$ cat config.mk
export PLATFORM = sky130hd
export DESIGN_NAME = priority_voice_allocator
export DESIGN_NICKNAME = d
export VERILOG_FILES = /design/src/hw/rtl/pva_pkg.sv /design/src/hw/rtl/pva_cell.sv /design/src/hw/rtl/pva_ctrl.sv /design/src/hw/rtl/priority_voice_allocator.sv
export SDC_FILE = /design/constraint.sdc
export NUM_CORES = 1
export LEC_CHECK = 0
export BUFFER_PORTS_ARGS = -buffer_cell sky130_fd_sc_hd__clkbuf_2
export CORE_MARGIN = 3
export CORE_UTILIZATION = 40
export CTS_BUF_LIST = sky130_fd_sc_hd__clkbuf_4 sky130_fd_sc_hd__clkbuf_8
export DETAILED_ROUTE_END_ITERATION = 16
export PLACE_DENSITY = 0.62
export SYNTH_ARGS = -nofsm -noshare
export SYNTH_HDL_FRONTEND = slang
export SYNTH_SLANG_ARGS = --single-unit
$ cat constraint.sdc
create_clock -name clk -period 4.48 [get_ports clk]
set_input_delay 0.448 -clock clk [delete_from_list [all_inputs] [get_ports clk]]
set_output_delay 0.448 -clock clk [all_outputs]
set_load 0.05 [all_outputs]
$ cat src/hw/rtl/pva_pkg.sv
// Shared types and constants for the priority voice allocator.
// Used by pva_cell, pva_ctrl and priority_voice_allocator; no dependencies.

package pva_pkg;

  localparam int NUM_VOICES = 6;            // size of the voice pool, 2 to 8

  localparam int VOICE_W = 3;               // width of voice_sel / granted_voice
  localparam int SND_W   = 8;               // sound_id width
  localparam int LEVEL_W = 4;               // priority level width
  localparam int STAMP_W = 32;              // start stamp / start counter width
  localparam int PATCH_W = SND_W + 1;       // loaded patch, all ones = no patch

  localparam logic [PATCH_W-1:0] NO_PATCH  = '1;
  localparam logic [VOICE_W:0]   SEL_LIMIT = (VOICE_W + 1)'(NUM_VOICES);

  // Request codes carried on in_tuser.
  typedef enum logic [1:0] {
    REQ_NOTE_ON  = 2'd0,
    REQ_NOTE_OFF = 2'd1,
    REQ_FX_PLAY  = 2'd2,
    REQ_FX_DONE  = 2'd3
  } pva_req_t;

  // Request context broadcast to every cell while a search runs.
  typedef struct packed {
    logic               is_fx;
    logic [LEVEL_W-1:0] pri;
  } pva_scan_t;

  // Best candidate so far, handed from cell to cell.
  typedef struct packed {
    logic               valid;
    logic               found;
    logic               free;
    logic [VOICE_W-1:0] idx;
    logic [LEVEL_W-1:0] level;
    logic [STAMP_W-1:0] stamp;
    logic               busy;
    logic               is_eff;
    logic [PATCH_W-1:0] patch;
  } pva_carry_t;

  // Update command broadcast to the cells; rel frees the voice.
  typedef struct packed {
    logic               en;
    logic               rel;
    logic [VOICE_W-1:0] idx;
    logic [LEVEL_W-1:0] level;
    logic               is_eff;
    logic [STAMP_W-1:0] stamp;
    logic [PATCH_W-1:0] patch;
  } pva_wr_t;

  // Result item, laid out so that accepted sits in bit 0.
  typedef struct packed {
    logic               stole_effect;
    logic               patch_load;
    logic               key_off_first;
    logic [VOICE_W-1:0] granted_voice;
    logic               accepted;
  } pva_res_t;

endpackage

$ cat src/hw/rtl/pva_cell.sv
// One voice slot: holds the voice state and takes part in the search chain.
// Depends on pva_pkg.

module pva_cell (
  input  logic                        clk,
  input  logic                        rst_n,
  input  logic [pva_pkg::VOICE_W-1:0] cell_idx,
  input  pva_pkg::pva_scan_t          scan,
  input  pva_pkg::pva_wr_t            wr,
  input  pva_pkg::pva_carry_t         carry_in,
  output pva_pkg::pva_carry_t         carry_out
);

  logic                        busy_r;
  logic [pva_pkg::LEVEL_W-1:0] level_r;
  logic                        eff_r;
  logic [pva_pkg::STAMP_W-1:0] stamp_r;
  logic [pva_pkg::PATCH_W-1:0] patch_r;
  pva_pkg::pva_carry_t         carry_r;
  pva_pkg::pva_carry_t         carry_nxt;

  logic take_free;
  logic older;
  logic fx_better;
  logic steal_ok;
  logic hit;

  // A free slot wins unless an earlier free slot already did.
  assign take_free = !busy_r && !carry_in.free;
  assign older     = !carry_in.found || (stamp_r < carry_in.stamp);
  assign fx_better = (level_r <= scan.pri) &&
                     (!carry_in.found || (level_r < carry_in.level) ||
                      ((level_r == carry_in.level) && (stamp_r < carry_in.stamp)));
  assign steal_ok  = busy_r && !carry_in.free && (scan.is_fx ? fx_better : older);
  assign hit       = wr.en && (wr.idx == cell_idx);

  always_comb begin
    carry_nxt = carry_in;
    if (take_free || steal_ok) begin
      carry_nxt.found  = 1'b1;
      carry_nxt.free   = !busy_r;
      carry_nxt.idx    = cell_idx;
      carry_nxt.level  = level_r;
      carry_nxt.stamp  = stamp_r;
      carry_nxt.busy   = busy_r;
      carry_nxt.is_eff = eff_r;
      carry_nxt.patch  = patch_r;
    end
  end

  always_ff @(posedge clk) begin
    if (!rst_n) begin
      busy_r  <= 1'b0;
      level_r <= '0;
      eff_r   <= 1'b0;
      stamp_r <= '0;
      patch_r <= pva_pkg::NO_PATCH;
      carry_r <= '0;
    end else begin
      carry_r <= carry_nxt;
      if (hit) begin
        if (wr.rel) begin
          busy_r  <= 1'b0;
          level_r <= '0;
          eff_r   <= 1'b0;
        end else begin
          busy_r  <= 1'b1;
          level_r <= wr.level;
          eff_r   <= wr.is_eff;
          stamp_r <= wr.stamp;
          patch_r <= wr.patch;
        end
      end
    end
  end

  assign carry_out = carry_r;

endmodule

$ cat src/hw/rtl/pva_ctrl.sv
// Request sequencer: stream handshakes, config register, start counter and
// the update commands for the cell row. Depends on pva_pkg.

module pva_ctrl (
  input  logic                clk,
  input  logic                rst_n,
  input  logic                in_tvalid,
  output logic                in_tready,
  input  logic [1:0]          in_tuser,   // req_type
  input  logic [15:0]         in_tdata,   // voice_sel, sound_id, req_priority, asset_ready
  output logic                out_tvalid,
  input  logic                out_tready,
  output logic [7:0]          out_tdata,  // accepted, granted_voice, key_off_first,
                                          // patch_load, stole_effect, zero pad
  input  logic                cfg_valid,
  output logic                cfg_ready,
  input  logic [0:0]          cfg_data,   // cache_mode
  output pva_pkg::pva_carry_t carry_start,
  input  pva_pkg::pva_carry_t carry_end,
  output pva_pkg::pva_scan_t  scan,
  output pva_pkg::pva_wr_t    wr
);

  typedef enum logic [1:0] {S_IDLE, S_SCAN, S_HOLD} state_t;

  state_t                      state_r, state_nxt;
  pva_pkg::pva_scan_t          scan_r, scan_nxt;
  logic [pva_pkg::SND_W-1:0]   snd_r, snd_nxt;
  logic [pva_pkg::STAMP_W-1:0] cnt_r, cnt_nxt;
  pva_pkg::pva_res_t           res_r, res_nxt;
  pva_pkg::pva_res_t           out_data_r, out_data_nxt;
  logic                        out_valid_r, out_valid_nxt;
  logic                        cache_r, cache_nxt;

  pva_pkg::pva_req_t           req;
  logic [pva_pkg::VOICE_W-1:0] sel;
  logic [pva_pkg::SND_W-1:0]   snd;
  logic [pva_pkg::LEVEL_W-1:0] pri;
  logic                        ready;
  logic [pva_pkg::STAMP_W-1:0] stamp_new;

  assign req       = pva_pkg::pva_req_t'(in_tuser);
  assign sel       = in_tdata[2:0];
  assign snd       = in_tdata[10:3];
  assign pri       = in_tdata[14:11];
  assign ready     = in_tdata[15];
  assign stamp_new = cnt_r + 1'b1;

  always_comb begin
    state_nxt     = state_r;
    scan_nxt      = scan_r;
    snd_nxt       = snd_r;
    cnt_nxt       = cnt_r;
    res_nxt       = res_r;
    out_data_nxt  = out_data_r;
    out_valid_nxt = out_valid_r;
    cache_nxt     = cache_r;
    wr            = '0;
    carry_start   = '0;

    if (cfg_valid) begin
      cache_nxt = cfg_data[0];
    end
    if (out_valid_r && out_tready) begin
      out_valid_nxt = 1'b0;
    end

    unique case (state_r)
      S_IDLE: begin
        if (in_tvalid) begin
          res_nxt = '0;
          if (req == pva_pkg::REQ_NOTE_OFF || req == pva_pkg::REQ_FX_DONE) begin
            if ({1'b0, sel} < pva_pkg::SEL_LIMIT) begin
              wr.en                 = 1'b1;
              wr.rel                = 1'b1;
              wr.idx                = sel;
              res_nxt.accepted      = 1'b1;
              res_nxt.granted_voice = sel;
              res_nxt.key_off_first = 1'b1;
            end
            state_nxt = S_HOLD;
          end else if (cache_r || !ready) begin
            state_nxt = S_HOLD;
          end else begin
            carry_start.valid = 1'b1;
            scan_nxt.is_fx    = (req == pva_pkg::REQ_FX_PLAY);
            scan_nxt.pri      = pri;
            snd_nxt           = snd;
            state_nxt         = S_SCAN;
          end
        end
      end
      S_SCAN: begin
        if (carry_end.valid) begin
          res_nxt = '0;
          if (carry_end.found) begin
            wr.en                 = 1'b1;
            wr.idx                = carry_end.idx;
            wr.stamp              = stamp_new;
            cnt_nxt               = stamp_new;
            res_nxt.accepted      = 1'b1;
            res_nxt.granted_voice = carry_end.idx;
            res_nxt.stole_effect  = carry_end.busy && carry_end.is_eff;
            if (scan_r.is_fx) begin
              wr.level              = scan_r.pri;
              wr.is_eff             = 1'b1;
              wr.patch              = pva_pkg::NO_PATCH;
              res_nxt.key_off_first = 1'b1;
            end else begin
              wr.patch              = {1'b0, snd_r};
              res_nxt.key_off_first = carry_end.busy;
              res_nxt.patch_load    = (carry_end.patch != {1'b0, snd_r});
            end
          end
          state_nxt = S_HOLD;
        end
      end
      S_HOLD: begin
        if (!out_valid_r || out_tready) begin
          out_data_nxt  = res_r;
          out_valid_nxt = 1'b1;
          state_nxt     = S_IDLE;
        end
      end
      default: state_nxt = S_IDLE;
    endcase
  end

  always_ff @(posedge clk) begin
    if (!rst_n) begin
      state_r     <= S_IDLE;
      scan_r      <= '0;
      snd_r       <= '0;
      cnt_r       <= '0;
      res_r       <= '0;
      out_data_r  <= '0;
      out_valid_r <= 1'b0;
      cache_r     <= 1'b0;
    end else begin
      state_r     <= state_nxt;
      scan_r      <= scan_nxt;
      snd_r       <= snd_nxt;
      cnt_r       <= cnt_nxt;
      res_r       <= res_nxt;
      out_data_r  <= out_data_nxt;
      out_valid_r <= out_valid_nxt;
      cache_r     <= cache_nxt;
    end
  end

  assign in_tready  = (state_r == S_IDLE);
  assign cfg_ready  = 1'b1;
  assign out_tvalid = out_valid_r;
  assign out_tdata  = {1'b0, out_data_r};
  // The first cell judges the request in its accept cycle, so it needs the new context.
  assign scan       = scan_nxt;

  a_stamp_step: assert property (@(posedge clk) disable iff (!rst_n)
    (wr.en && !wr.rel) |=> (cnt_r == $past(cnt_r) + 1'b1))
    else $error("start counter did not advance by one on a grant");

  a_token_in_scan: assert property (@(posedge clk) disable iff (!rst_n)
    carry_end.valid |-> (state_r == S_SCAN))
    else $error("search token left the cell row outside a search");

  a_scan_ends: assert property (@(posedge clk) disable iff (!rst_n)
    ((state_r == S_SCAN) && carry_end.valid) |=> (state_r == S_HOLD))
    else $error("search end not followed by result hold");

  a_write_window: assert property (@(posedge clk) disable iff (!rst_n)
    wr.en |-> ((state_r == S_IDLE && in_tvalid) || carry_end.valid))
    else $error("voice update issued outside a request");

endmodule

$ cat src/hw/rtl/priority_voice_allocator.sv
// Top level of the priority voice allocator: sequencer plus a row of voice cells.
// Depends on pva_pkg, pva_cell and pva_ctrl.

// Allocates a pool of pva_pkg::NUM_VOICES synthesizer voices. Each request on
// the input stream (req_type on in_tuser) yields exactly one result transaction.
// Note-on takes the lowest-numbered free voice, else the least recently started
// one; effect-play takes the lowest free voice, else the busy voice with the
// lowest level at or below its priority (older first, then lower index).
// Note-off and effect-finished free the named voice in any mode. cache_mode,
// written on the cfg_ port, refuses note-on and effect-play. A refused request
// returns all-zero fields. Timing: a release or refused request goes straight
// to the result hold; a note-on or effect-play sends a search token down the
// cell row, one cell per cycle, and waits for it to leave the row. The result
// waits in an output register; the next request is taken while it is pending.

module priority_voice_allocator (
  input  logic        clk,
  input  logic        rst_n,
  input  logic        in_tvalid,
  output logic        in_tready,
  input  logic [1:0]  in_tuser,   // req_type
  input  logic [15:0] in_tdata,   // [2:0] voice_sel, [10:3] sound_id,
                                  // [14:11] req_priority, [15] asset_ready
  output logic        out_tvalid,
  input  logic        out_tready,
  output logic [7:0]  out_tdata,  // [0] accepted, [3:1] granted_voice,
                                  // [4] key_off_first, [5] patch_load,
                                  // [6] stole_effect, [7] zero
  input  logic        cfg_valid,
  output logic        cfg_ready,
  input  logic [0:0]  cfg_data    // cache_mode
);

  // Token path through the row; entry 0 feeds the first cell.
  pva_pkg::pva_carry_t chain [pva_pkg::NUM_VOICES+1];
  pva_pkg::pva_scan_t  scan;
  pva_pkg::pva_wr_t    wr;

  pva_ctrl u_ctrl (
    .clk         (clk),
    .rst_n       (rst_n),
    .in_tvalid   (in_tvalid),
    .in_tready   (in_tready),
    .in_tuser    (in_tuser),
    .in_tdata    (in_tdata),
    .out_tvalid  (out_tvalid),
    .out_tready  (out_tready),
    .out_tdata   (out_tdata),
    .cfg_valid   (cfg_valid),
    .cfg_ready   (cfg_ready),
    .cfg_data    (cfg_data),
    .carry_start (chain[0]),
    .carry_end   (chain[pva_pkg::NUM_VOICES]),
    .scan        (scan),
    .wr          (wr)
  );

  // One cell per voice; each advances the best candidate by one step a cycle.
  for (genvar i = 0; i < pva_pkg::NUM_VOICES; i++) begin : g_cell
    pva_cell u_cell (
      .clk       (clk),
      .rst_n     (rst_n),
      .cell_idx  (pva_pkg::VOICE_W'(i)),
      .scan      (scan),
      .wr        (wr),
      .carry_in  (chain[i]),
      .carry_out (chain[i+1])
    );
  end

endmodule
==> results_tabular.tex, run 1 <==
\begin{tabular}{lr}
\hline
Metric & Value \\
\hline
\multicolumn{2}{l}{\textbf{Setup path}} \\
Sort of element at the start of the critical path & flop \\
Category of the most critical setup path & flop to flop \\
Maximum fanout encountered on the critical timing path & 32 \\
Nature of the critical path endpoint & flop \\
R2R setup slack & 0.86 ns \\
Critical R2R Capture & g\_cell[1].u\_cell.carry\_out[38]\$\_SDFF\_PN0\_ \\
Required @ worst endpoint & 5.11 ns \\
FF-to-FF path depth & 10 \\
Data arrival time of the critical path & 4.24 ns \\
Launching point of the worst reg2reg path & g\_cell[0].u\_cell.carry\_out[32]\$\_SDFF\_PN0\_ \\
\multicolumn{2}{l}{\textbf{Power and ir drop}} \\
Largest voltage drop on the vdd net & 328.3 µV \\
Total power per unit cell area & 373.7 nW/µm² \\
Power Total & $\sim$12 mW \\
Leak Pwr & 12.62 nW \\
\multicolumn{2}{l}{\textbf{Clock tree}} \\
Number of H-tree branching levels & 3 \\
Number of clock buffers inserted by TritonCTS & around 100 \\
Cts repair resizes & 0 \\
Worst-path clk slew & roughly 0.060 ns \\
Clock latency of the later-clocked register in the worst-skew pair & between 0.7 and 0.8 ns \\
CTS tree & built \\
Number of sinks on the clock net & 619 \\
Clock Tree Buf Depth & 3 \\
Clock Root Buffer & clkbuf\_8 \\
\multicolumn{2}{l}{\textbf{Synth}} \\
Sequential-to-total area share from yosys stat & about 45\% \\
Number of enable flip-flop cells after synthesis & 0 \\
Fraction of registers with async set/reset & 0\% \\
Post-synthesis sequential element count & between 600 and 700 \\
Ys Warns & 0 \\
Gate Count Post-Synth & 3221 \\
Average size of a mapped cell & about 8.6 µm² \\
Most used flip-flop cell after synthesis & dfxtp\_1 \\
Synth Net Count & around 3400 \\
Cell Area, Synth & around 28000 µm² \\
Count of unique library cells instantiated by Yosys & 71 \\
\multicolumn{2}{l}{\textbf{Route}} \\
DRT Pass-1 Iters & 5 \\
Initial detailed-routing violation count & approximately 1300 \\
Post-detailed-route wirelength per cell & about 16 µm \\
Via density & 5.032 \\
Final Routed Wirelength & between 60000 and 70000 µm \\
Final ANT Viol Nets & 0 \\
Vias after detailed routing & roughly 21000 \\
Post-detailed-route DRC marker count & 0 \\
\multicolumn{2}{l}{\textbf{Layout}} \\
Layout cells sized above 1 & a little under 9\% \\
Utilization after layout & a little under half \\
Area Growth Syn to Fin & 11.83\% \\
Sequential cell area & 12390 µm² \\
Number of fill cells & $\sim$6700 \\
Antenna diodes & 0 \\
Multi-input combinational cell area & approximately 14000 µm² \\
Fin nets & between 3000 and 4000 \\
Number of non-filler instances in the completed layout & 4180 \\
\multicolumn{2}{l}{\textbf{Timing}} \\
Final hold viol count & 0 \\
Final Max Tran Viols & 0 \\
Final setup vio count & 0 \\
Post-route worst hold slack & approximately 0.071 ns \\
Slew of the pin with the lowest slew margin & between 1 and 1.5 ns \\
Unrepaired setup endpoints after global routing & no \\
Total negative setup slack & 0 ns \\
Final clock skew & slightly above 0.05 ns \\
Tcrit/Tclk final & around 80\% \\
Fmax & roughly 280 MHz \\
Clock period minus final worst setup slack & approximately 3.6 ns \\
Slew margin rel. & around 28\% \\
\multicolumn{2}{l}{\textbf{Outcome}} \\
Result of the run & finished clean \\
\multicolumn{2}{l}{\textbf{Global route}} \\
Number of antenna violations at the first check in global routing & 0 \\
Congestion Overflow GR & 0 \\
Largest net degree at the start of global routing & approximately 210 \\
Global-route wire length before repair & between 100000 and 150000 µm \\
Global router's overall resource usage & 18.39\% \\
Number of global-route vias before repair & 19959 \\
\multicolumn{2}{l}{\textbf{Floorplan}} \\
Die Footprint & around 70000 µm² \\
Core area & a little under 70000 µm² \\
Core Rows & 95 \\
Starting utilization of the core area & between 40\% and 50\% \\
Num ports & 35 \\
Die boundary height & around 270 µm \\
Die span in x & 268.5 µm \\
\multicolumn{2}{l}{\textbf{Run}} \\
Total of max-cap violations & 0 \\
\multicolumn{2}{l}{\textbf{Worst hold path}} \\
Endpoint of the worst hold-timing path & u\_ctrl.out\_tvalid\$\_SDFF\_PN0\_ \\
Min-delay src & out\_tready \\
Number of cells on the worst hold path & 3 \\
Worst hold path class & input port to flop \\
\multicolumn{2}{l}{\textbf{Place}} \\
HPWL after detailed placement & approximately 43000 µm \\
Routability Congestion & $\sim$0.85 \\
Number of placed instances with taps included & 3981 \\
\# port buffers & 32 \\
\hline
\end{tabular}
## cells in the mapped netlist (45+ instances only)
| cell type | number | area, µm² |
|---|---|---|
| nand2_1 | 734 | 2755 |
| dfxtp_1 | 619 | 12390 |
| a21oi_1 | 247 | 1236 |
| nor2_1 | 241 | 904.6 |
| mux2i_1 | 237 | 2372 |
| inv_1 | 206 | 773.2 |
| ha_1 | 200 | 2502 |
| clkbuf_1 | 132 | 495.5 |
| and2_1 | 79 | 494.2 |
| o21ai_0 | 66 | 330.3 |
| o211ai_1 | 60 | 450.4 |
| nand4_1 | 45 | 281.5 |
## worst max path at each step
stage          slack (ns)                                       from  cells past startpoint                                        end
2_1_floorplan        0.49             u_ctrl.state_r[0]$_SDFFE_PN0P_                     14   g_cell[2].u_cell.carry_out[0]$_SDFF_PN0_
3_3_place_gp         0.89                                in_tuser[0]                     14   g_cell[2].u_cell.carry_out[3]$_SDFF_PN0_
3_5_place_dp         0.82                                in_tuser[0]                     14   g_cell[2].u_cell.carry_out[1]$_SDFF_PN0_
4_1_cts              0.92  g_cell[0].u_cell.carry_out[32]$_SDFF_PN0_                     10  g_cell[1].u_cell.carry_out[38]$_SDFF_PN0_
5_1_grt              0.74  g_cell[0].u_cell.carry_out[32]$_SDFF_PN0_                     10  g_cell[1].u_cell.carry_out[38]$_SDFF_PN0_
6_report             0.86  g_cell[0].u_cell.carry_out[32]$_SDFF_PN0_                     10  g_cell[1].u_cell.carry_out[38]$_SDFF_PN0_
## timing repair
action,CTS,global route
setup buffers,0,0
endpoints found under the setup margin,0,0
hold buffers,10,0
endpoints found under the hold margin,9,0
## logic make-up (layout without fill, tap and decap cells)
group                    Yosys count  in the layout  synth area share (%)
AND/OR/NAND/NOR                 1224           1224                 19.02
adder cells (fa/ha/maj)          200            200                 9.079
XOR/XNOR                          44             44                 1.398
flip-flops                       619            619                 44.96
multiplexers                     240            240                 8.771
other                              2              2               0.02725
buffers and inverters            390            476                 5.706
AO/OA/AOI/OAI                    502            502                 11.04
## area by class of cell
cell class              instances  area share [%]
inverters                     206           2.533
clock buffers                 166           6.743
flip-flops and latches        619           40.21
multi-input cells            2212           44.35
well taps                     873           3.544
repair buffers                 81           1.949
clock inverters                23          0.6780
## power breakdown
group | switching (mW) | internal, mW | leakage (nW)
combinational | 0.318 | 0.170 | 6.38
clock | 2.34 | 3.07 | 1.23
sequential | 0.0371 | 5.58 | 5.02
total | 2.70 | 8.82 | 12.6
## layer usage
metal  wire [µm]  global-route usage (%)  vias up
met1       32490                   25.56     9804
met5           0                       0        -
met4        1559                   5.717        0
met3        2450                   2.893      104
met2       29410                   29.43      335
li1            -                       -    10789
## critical path, cell delays in order, from the launching register on
cell and delay (ns):
dfxtp_1 0.33, inv_1 0.05, ha_1 0.29, a21o_1 0.16
a21o_1 0.17, a221o_1 0.35, a221oi_1 0.55, nand3_1 0.37
a311oi_4 0.36, buf_4 0.58, mux2i_1 0.28
## metrics by stage
| stage | worst slack, ns | cell area, µm² |
|---|---|---|
| 3_3_place_gp | 0.8877 | 28430 |
| 3_5_place_dp | 0.8229 | 28430 |
| 6_report | 0.8649 | 30820 |
| 5_1_grt | 0.7399 | 30820 |
| 2_1_floorplan | 0.4908 | 27560 |
| 4_1_cts | 0.9198 | 30820 |
## registers in the layout, indices dropped and copies added (netlist names)
signal / flops
g_cell.u_cell.busy_r: 6
g_cell.u_cell.carry_out: 274
g_cell.u_cell.eff_r: 6
g_cell.u_cell.level_r: 24
g_cell.u_cell.patch_r: 54
g_cell.u_cell.stamp_r: 192
u_ctrl.cache_r: 1
u_ctrl.cnt_r: 32
u_ctrl.out_tdata: 7
u_ctrl.out_tvalid: 1
u_ctrl.res_r: 7
u_ctrl.scan_r: 5
u_ctrl.snd_r: 8
u_ctrl.state_r: 2
## cell usage in the layout (no fill, tap or decap), drive strengths merged, types with 4 or more instances in the layout
| cell | synthesis | routed |
|---|---|---|
| o211ai | 60 | 60 |
| dfxtp | 619 | 619 |
| and3 | 12 | 12 |
| nor2b | 6 | 6 |
| and2 | 80 | 80 |
| nor3 | 12 | 12 |
| nor3b | 4 | 4 |
| o21ai | 69 | 69 |
| inv | 206 | 210 |
| dlygate4sd3 | 0 | 10 |
| o21a | 27 | 27 |
| nand3b | 5 | 5 |
| nor2 | 241 | 241 |
| nand2 | 734 | 734 |
| nand3 | 43 | 43 |
| mux2i | 238 | 238 |
| a21oi | 247 | 247 |
| buf | 52 | 40 |
| ha | 200 | 200 |
| clkinv | 0 | 16 |
| a32oi | 6 | 6 |
| a31oi | 4 | 4 |
| a21o | 13 | 13 |
| a221oi | 10 | 10 |
| xor2 | 23 | 23 |
| clkbuf | 132 | 197 |
| o22ai | 22 | 22 |
| nor4 | 5 | 5 |
| nand2b | 18 | 18 |
| o221a | 4 | 4 |
| nand4 | 45 | 45 |
| a211oi | 11 | 11 |
| or3 | 5 | 5 |
| xnor2 | 21 | 21 |
| and4 | 8 | 8 |
(Power assumes the default switching activity.)
==> run 2: changes to the inputs <==
ABC_AREA = 1   (was default)
clock period = 3.75 ns   (was 4.48 ns; I/O delays follow)
==> run 2 against run 1 <==
  * Synthesized area rose by 1.4%
  * Final cell count increased by 11%
  * Clock power is 17% higher
  * Register-to-register slack worse by 0.41 ns
  * First-iteration DRC count up 31%
  * Total power increased by 29%
  * Design area is 1.1% higher
  * Global-route usage increased by 0.58 points
  * Utilization shrank 0.30 points
  * Count of clock-buffer cells in the layout fell by 1
  * Critical path type unchanged
==> results_tabular.tex, run 2 <==
\begin{tabular}{lr}
\hline
Metric & Value \\
\hline
\multicolumn{2}{l}{\textbf{Outcome}} \\
Result of the run & finished clean \\
\multicolumn{2}{l}{\textbf{Place}} \\
Routability Congestion & 0.8753 \\
Number of placed instances with taps included & between 4000 and 5000 \\
Worst slack after detailed placement & 0.3285 ns \\
\# port buffers & 32 \\
HPWL after detailed placement & $\sim$46000 µm \\
\multicolumn{2}{l}{\textbf{Setup path}} \\
Category of the most critical setup path & flop to flop \\
Kind of cell with the highest combined delay on the critical path & simple AND/OR/NAND/NOR gates \\
Cell breakdown of the critical path & inv\_2, nand2\_4, nor2\_8, nand2\_4, o21ai\_0, inv\_1, ha\_1, inv\_1, o21ai\_0, nand2\_1, a21oi\_1, nand2\_1, nand2\_1, nand2\_1, a21oi\_1 \\
R2R setup slack & roughly 0.45 ns \\
Required @ worst endpoint & $\sim$4.4 ns \\
CP max stage delay & 0.43 ns \\
Count of buffering cells on the critical path with inverters included & 3 \\
Maximum fanout encountered on the critical timing path & 27 \\
Data arrival time of the critical path & a little under 4 ns \\
Most frequent cell on the critical path & nand2\_1 \\
Worst-path cell with the longest stage delay & nand2\_1 \\
Nature of the critical path endpoint & flop \\
Sort of element at the start of the critical path & flop \\
\multicolumn{2}{l}{\textbf{Global route}} \\
Congestion Overflow GR & 0 \\
Global-route wire length before repair & $\sim$110000 µm \\
Number of global-route vias before repair & roughly 22000 \\
Global router's overall resource usage & 18.97\% \\
Number of antenna violations at the first check in global routing & 1 \\
Largest net degree at the start of global routing & roughly 220 \\
\multicolumn{2}{l}{\textbf{Layout}} \\
Number of fill cells & roughly 6900 \\
Most frequent cells in the layout & 621 x nand2\_1, 619 x dfxtp\_1, 461 x a21oi\_1 \\
Flip-flop count of the largest register, all copies and words added & 274 \\
Number of non-filler instances in the completed layout & 4628 \\
Fin nets & about 3800 \\
Layout cells sized above 1 & under 10\% \\
Area Growth Syn to Fin & 11.51\% \\
Most common cell after layout, fill and taps aside & nand2\_1 \\
\multicolumn{2}{l}{\textbf{Clock tree}} \\
Number of clock buffers inserted by TritonCTS & between 100 and 150 \\
Number of H-tree branching levels & 3 \\
Clock Root Buffer & clkbuf\_8 \\
Cts repair resizes & 0 \\
Clock latency of the later-clocked register in the worst-skew pair & just over 0.7 ns \\
Post-CTS Setup Inserts & 0 \\
Number of sinks on the clock net & around 620 \\
CTS tree & built \\
Worst-path clk slew & around 0.06 ns \\
Clock Tree Buf Depth & 3 \\
\multicolumn{2}{l}{\textbf{Power and ir drop}} \\
Part of the power in registers & 47.2\% \\
Share of power burned in the clock network & 42.4\% \\
Net switching power & between 3 and 4 mW \\
Leak Pwr & 13.73 nW \\
Cell internal pwr & 10.99 mW \\
Power Total & 14.87 mW \\
Switching Fraction & a little over a quarter \\
Logic pwr share & 10.4\% \\
Largest voltage drop on the vdd net & approximately 210 µV \\
Total power per unit cell area & about 480 nW/µm² \\
\multicolumn{2}{l}{\textbf{Timing}} \\
Final Max Tran Viols & 0 \\
Slew margin rel. & 29.92\% \\
Final hold viol count & 0 \\
Final clock skew & slightly above 0.04 ns \\
Final setup vio count & 0 \\
Clock period minus final worst setup slack & 3.299 ns \\
Unrepaired setup endpoints after global routing & no \\
Fmax & between 300 and 400 MHz \\
Total negative setup slack & 0 ns \\
Tcrit/Tclk final & between 80\% and 90\% \\
Slew of the pin with the lowest slew margin & 1.051 ns \\
PnR worst setup slack & roughly 0.45 ns \\
\multicolumn{2}{l}{\textbf{Synth}} \\
Most used flip-flop cell after synthesis & dfxtp\_1 \\
Synth Net Count & $\sim$3900 \\
Most common cell in the netlist & nand2\_1 \\
Cell Area, Synth & between 20000 and 30000 µm² \\
Count of unique library cells instantiated by Yosys & 57 \\
Gate Count Post-Synth & between 3000 and 4000 \\
Top post-synthesis cells by area & dfxtp\_1 44\%, ha\_1 9.0\%, nand2\_1 8.4\% \\
Sequential-to-total area share from yosys stat & approximately 44\% \\
Fraction of synthesized cell area taken by the top area cell type & between 40\% and 50\% \\
Number of enable flip-flop cells after synthesis & 0 \\
Average size of a mapped cell & between 7 and 8 µm² \\
Fraction of registers with async set/reset & 0\% \\
Post-synthesis sequential element count & around 620 \\
Ys Warns & 0 \\
Top cell types by occurrence after synthesis & 622 x nand2\_1, 619 x dfxtp\_1, 461 x a21oi\_1 \\
Most area-hungry cell type in the Yosys netlist & dfxtp\_1 \\
\multicolumn{2}{l}{\textbf{Route}} \\
Final ANT Viol Nets & 0 \\
Initial detailed-routing violation count & about 1700 \\
Vias after detailed routing & $\sim$23000 \\
DRT Pass-1 Iters & 5 \\
Via density & about 5.1 \\
Post-detailed-route DRC marker count & 0 \\
Post-detailed-route wirelength per cell & 15.06 µm \\
Final Routed Wirelength & 69720 µm \\
\multicolumn{2}{l}{\textbf{Worst hold path}} \\
Worst hold path class & input port to flop \\
\multicolumn{2}{l}{\textbf{Run}} \\
Total of max-cap violations & 0 \\
\multicolumn{2}{l}{\textbf{Floorplan}} \\
Die Footprint & about 73000 µm² \\
Num ports & 35 \\
Die span in x & 270.3 µm \\
Core Rows & between 90 and 100 \\
Core area & around 69000 µm² \\
Die boundary height & 270.3 µm \\
Starting utilization of the core area & approximately two fifths \\
\hline
\end{tabular}
## run 2: layer usage
layer  up-vias  wire length [µm]  track usage [%]
li1      12044                 -                -
met5         -                 0                0
met2       498             30420            29.75
met3        90              3343            2.541
met1     10752             34510            27.01
met4         0              1450            6.076
## run 2: what timing repair did
item                       4_1_cts  5_1_grt
setup endpoints to repair        0        0
hold buffers                    15        0
hold endpoints to repair        22        0
## run 2: cell families after synthesis
kind of cell               count (synthesis)  synth area share [%]
and+or+nand+nor                         1412                 22.73
AOI/OAI and AO/OA                        769                 14.48
buffers and inverters                    625                 9.207
DFF                                      619                 44.35
adders and majority gates                200                 8.956
xor gates and xnor gates                   8                0.2508
other                                      2               0.02688
## run 2: path summary, 6_finish.rpt
| path | endpoint | cells past startpoint | startpoint |
|---|---|---|---|
| max | g_cell[5].u_cell.carry_out[4]$_SDFF_PN0_ | 15 | u_ctrl.state_r[1]$_SDFFE_PN0P_ |
| min | u_ctrl.scan_r[3]$_SDFF_PN0_ | 4 | in_tdata[14] |
| max reg2reg | g_cell[5].u_cell.carry_out[4]$_SDFF_PN0_ | 15 | u_ctrl.state_r[1]$_SDFFE_PN0P_ |
| min reg2reg | g_cell[2].u_cell.carry_out[52]$_SDFF_PN0_ | 2 | g_cell[1].u_cell.carry_out[52]$_SDFF_PN0_ |
## run 2: power by group through the flow
stage	logic (mW)	registers [mW]	clock network, mW
3_3_place_gp	1.52	7.15	0
2_1_floorplan	1.12	7.14	0
4_1_cts	1.56	7.01	6.46
5_1_grt	1.77	7.04	6.77
3_5_place_dp	1.54	7.15	0
6_report	1.55	7.01	6.31
## run 2: layout make-up
class                      count  area, µm²  share of cell area, %
sequential                   619      12390                  39.77
timing repair buffer          85      780.7                  2.506
clock inverter                19      176.4                 0.5662
inverter                     417       1578                  5.064
clock buffer                 165       2052                  6.586
antenna                        1      2.502               0.008032
tap                          931       1165                  3.739
multi-input combinational   2391      13010                  41.76
## run 2: per-stage QoR
step / hold slack (ns) / area, µm² / utilization, %
after floorplan: 0.3905 / 27940 / -
after detailed placement: 0.4000 / 28780 / 41.74
final: 0.1265 / 31160 / 45.19
after global placement: 0.3944 / 28780 / 41.74
after global routing: 0.1200 / 31160 / 45.19
after CTS: 0.07628 / 31150 / 45.19
## run 2: worst min-delay path: stages
cell      delay [ns]
clkbuf_2        0.08
o21ai_0         0.07
buf_4           0.17
nor2_1          0.07
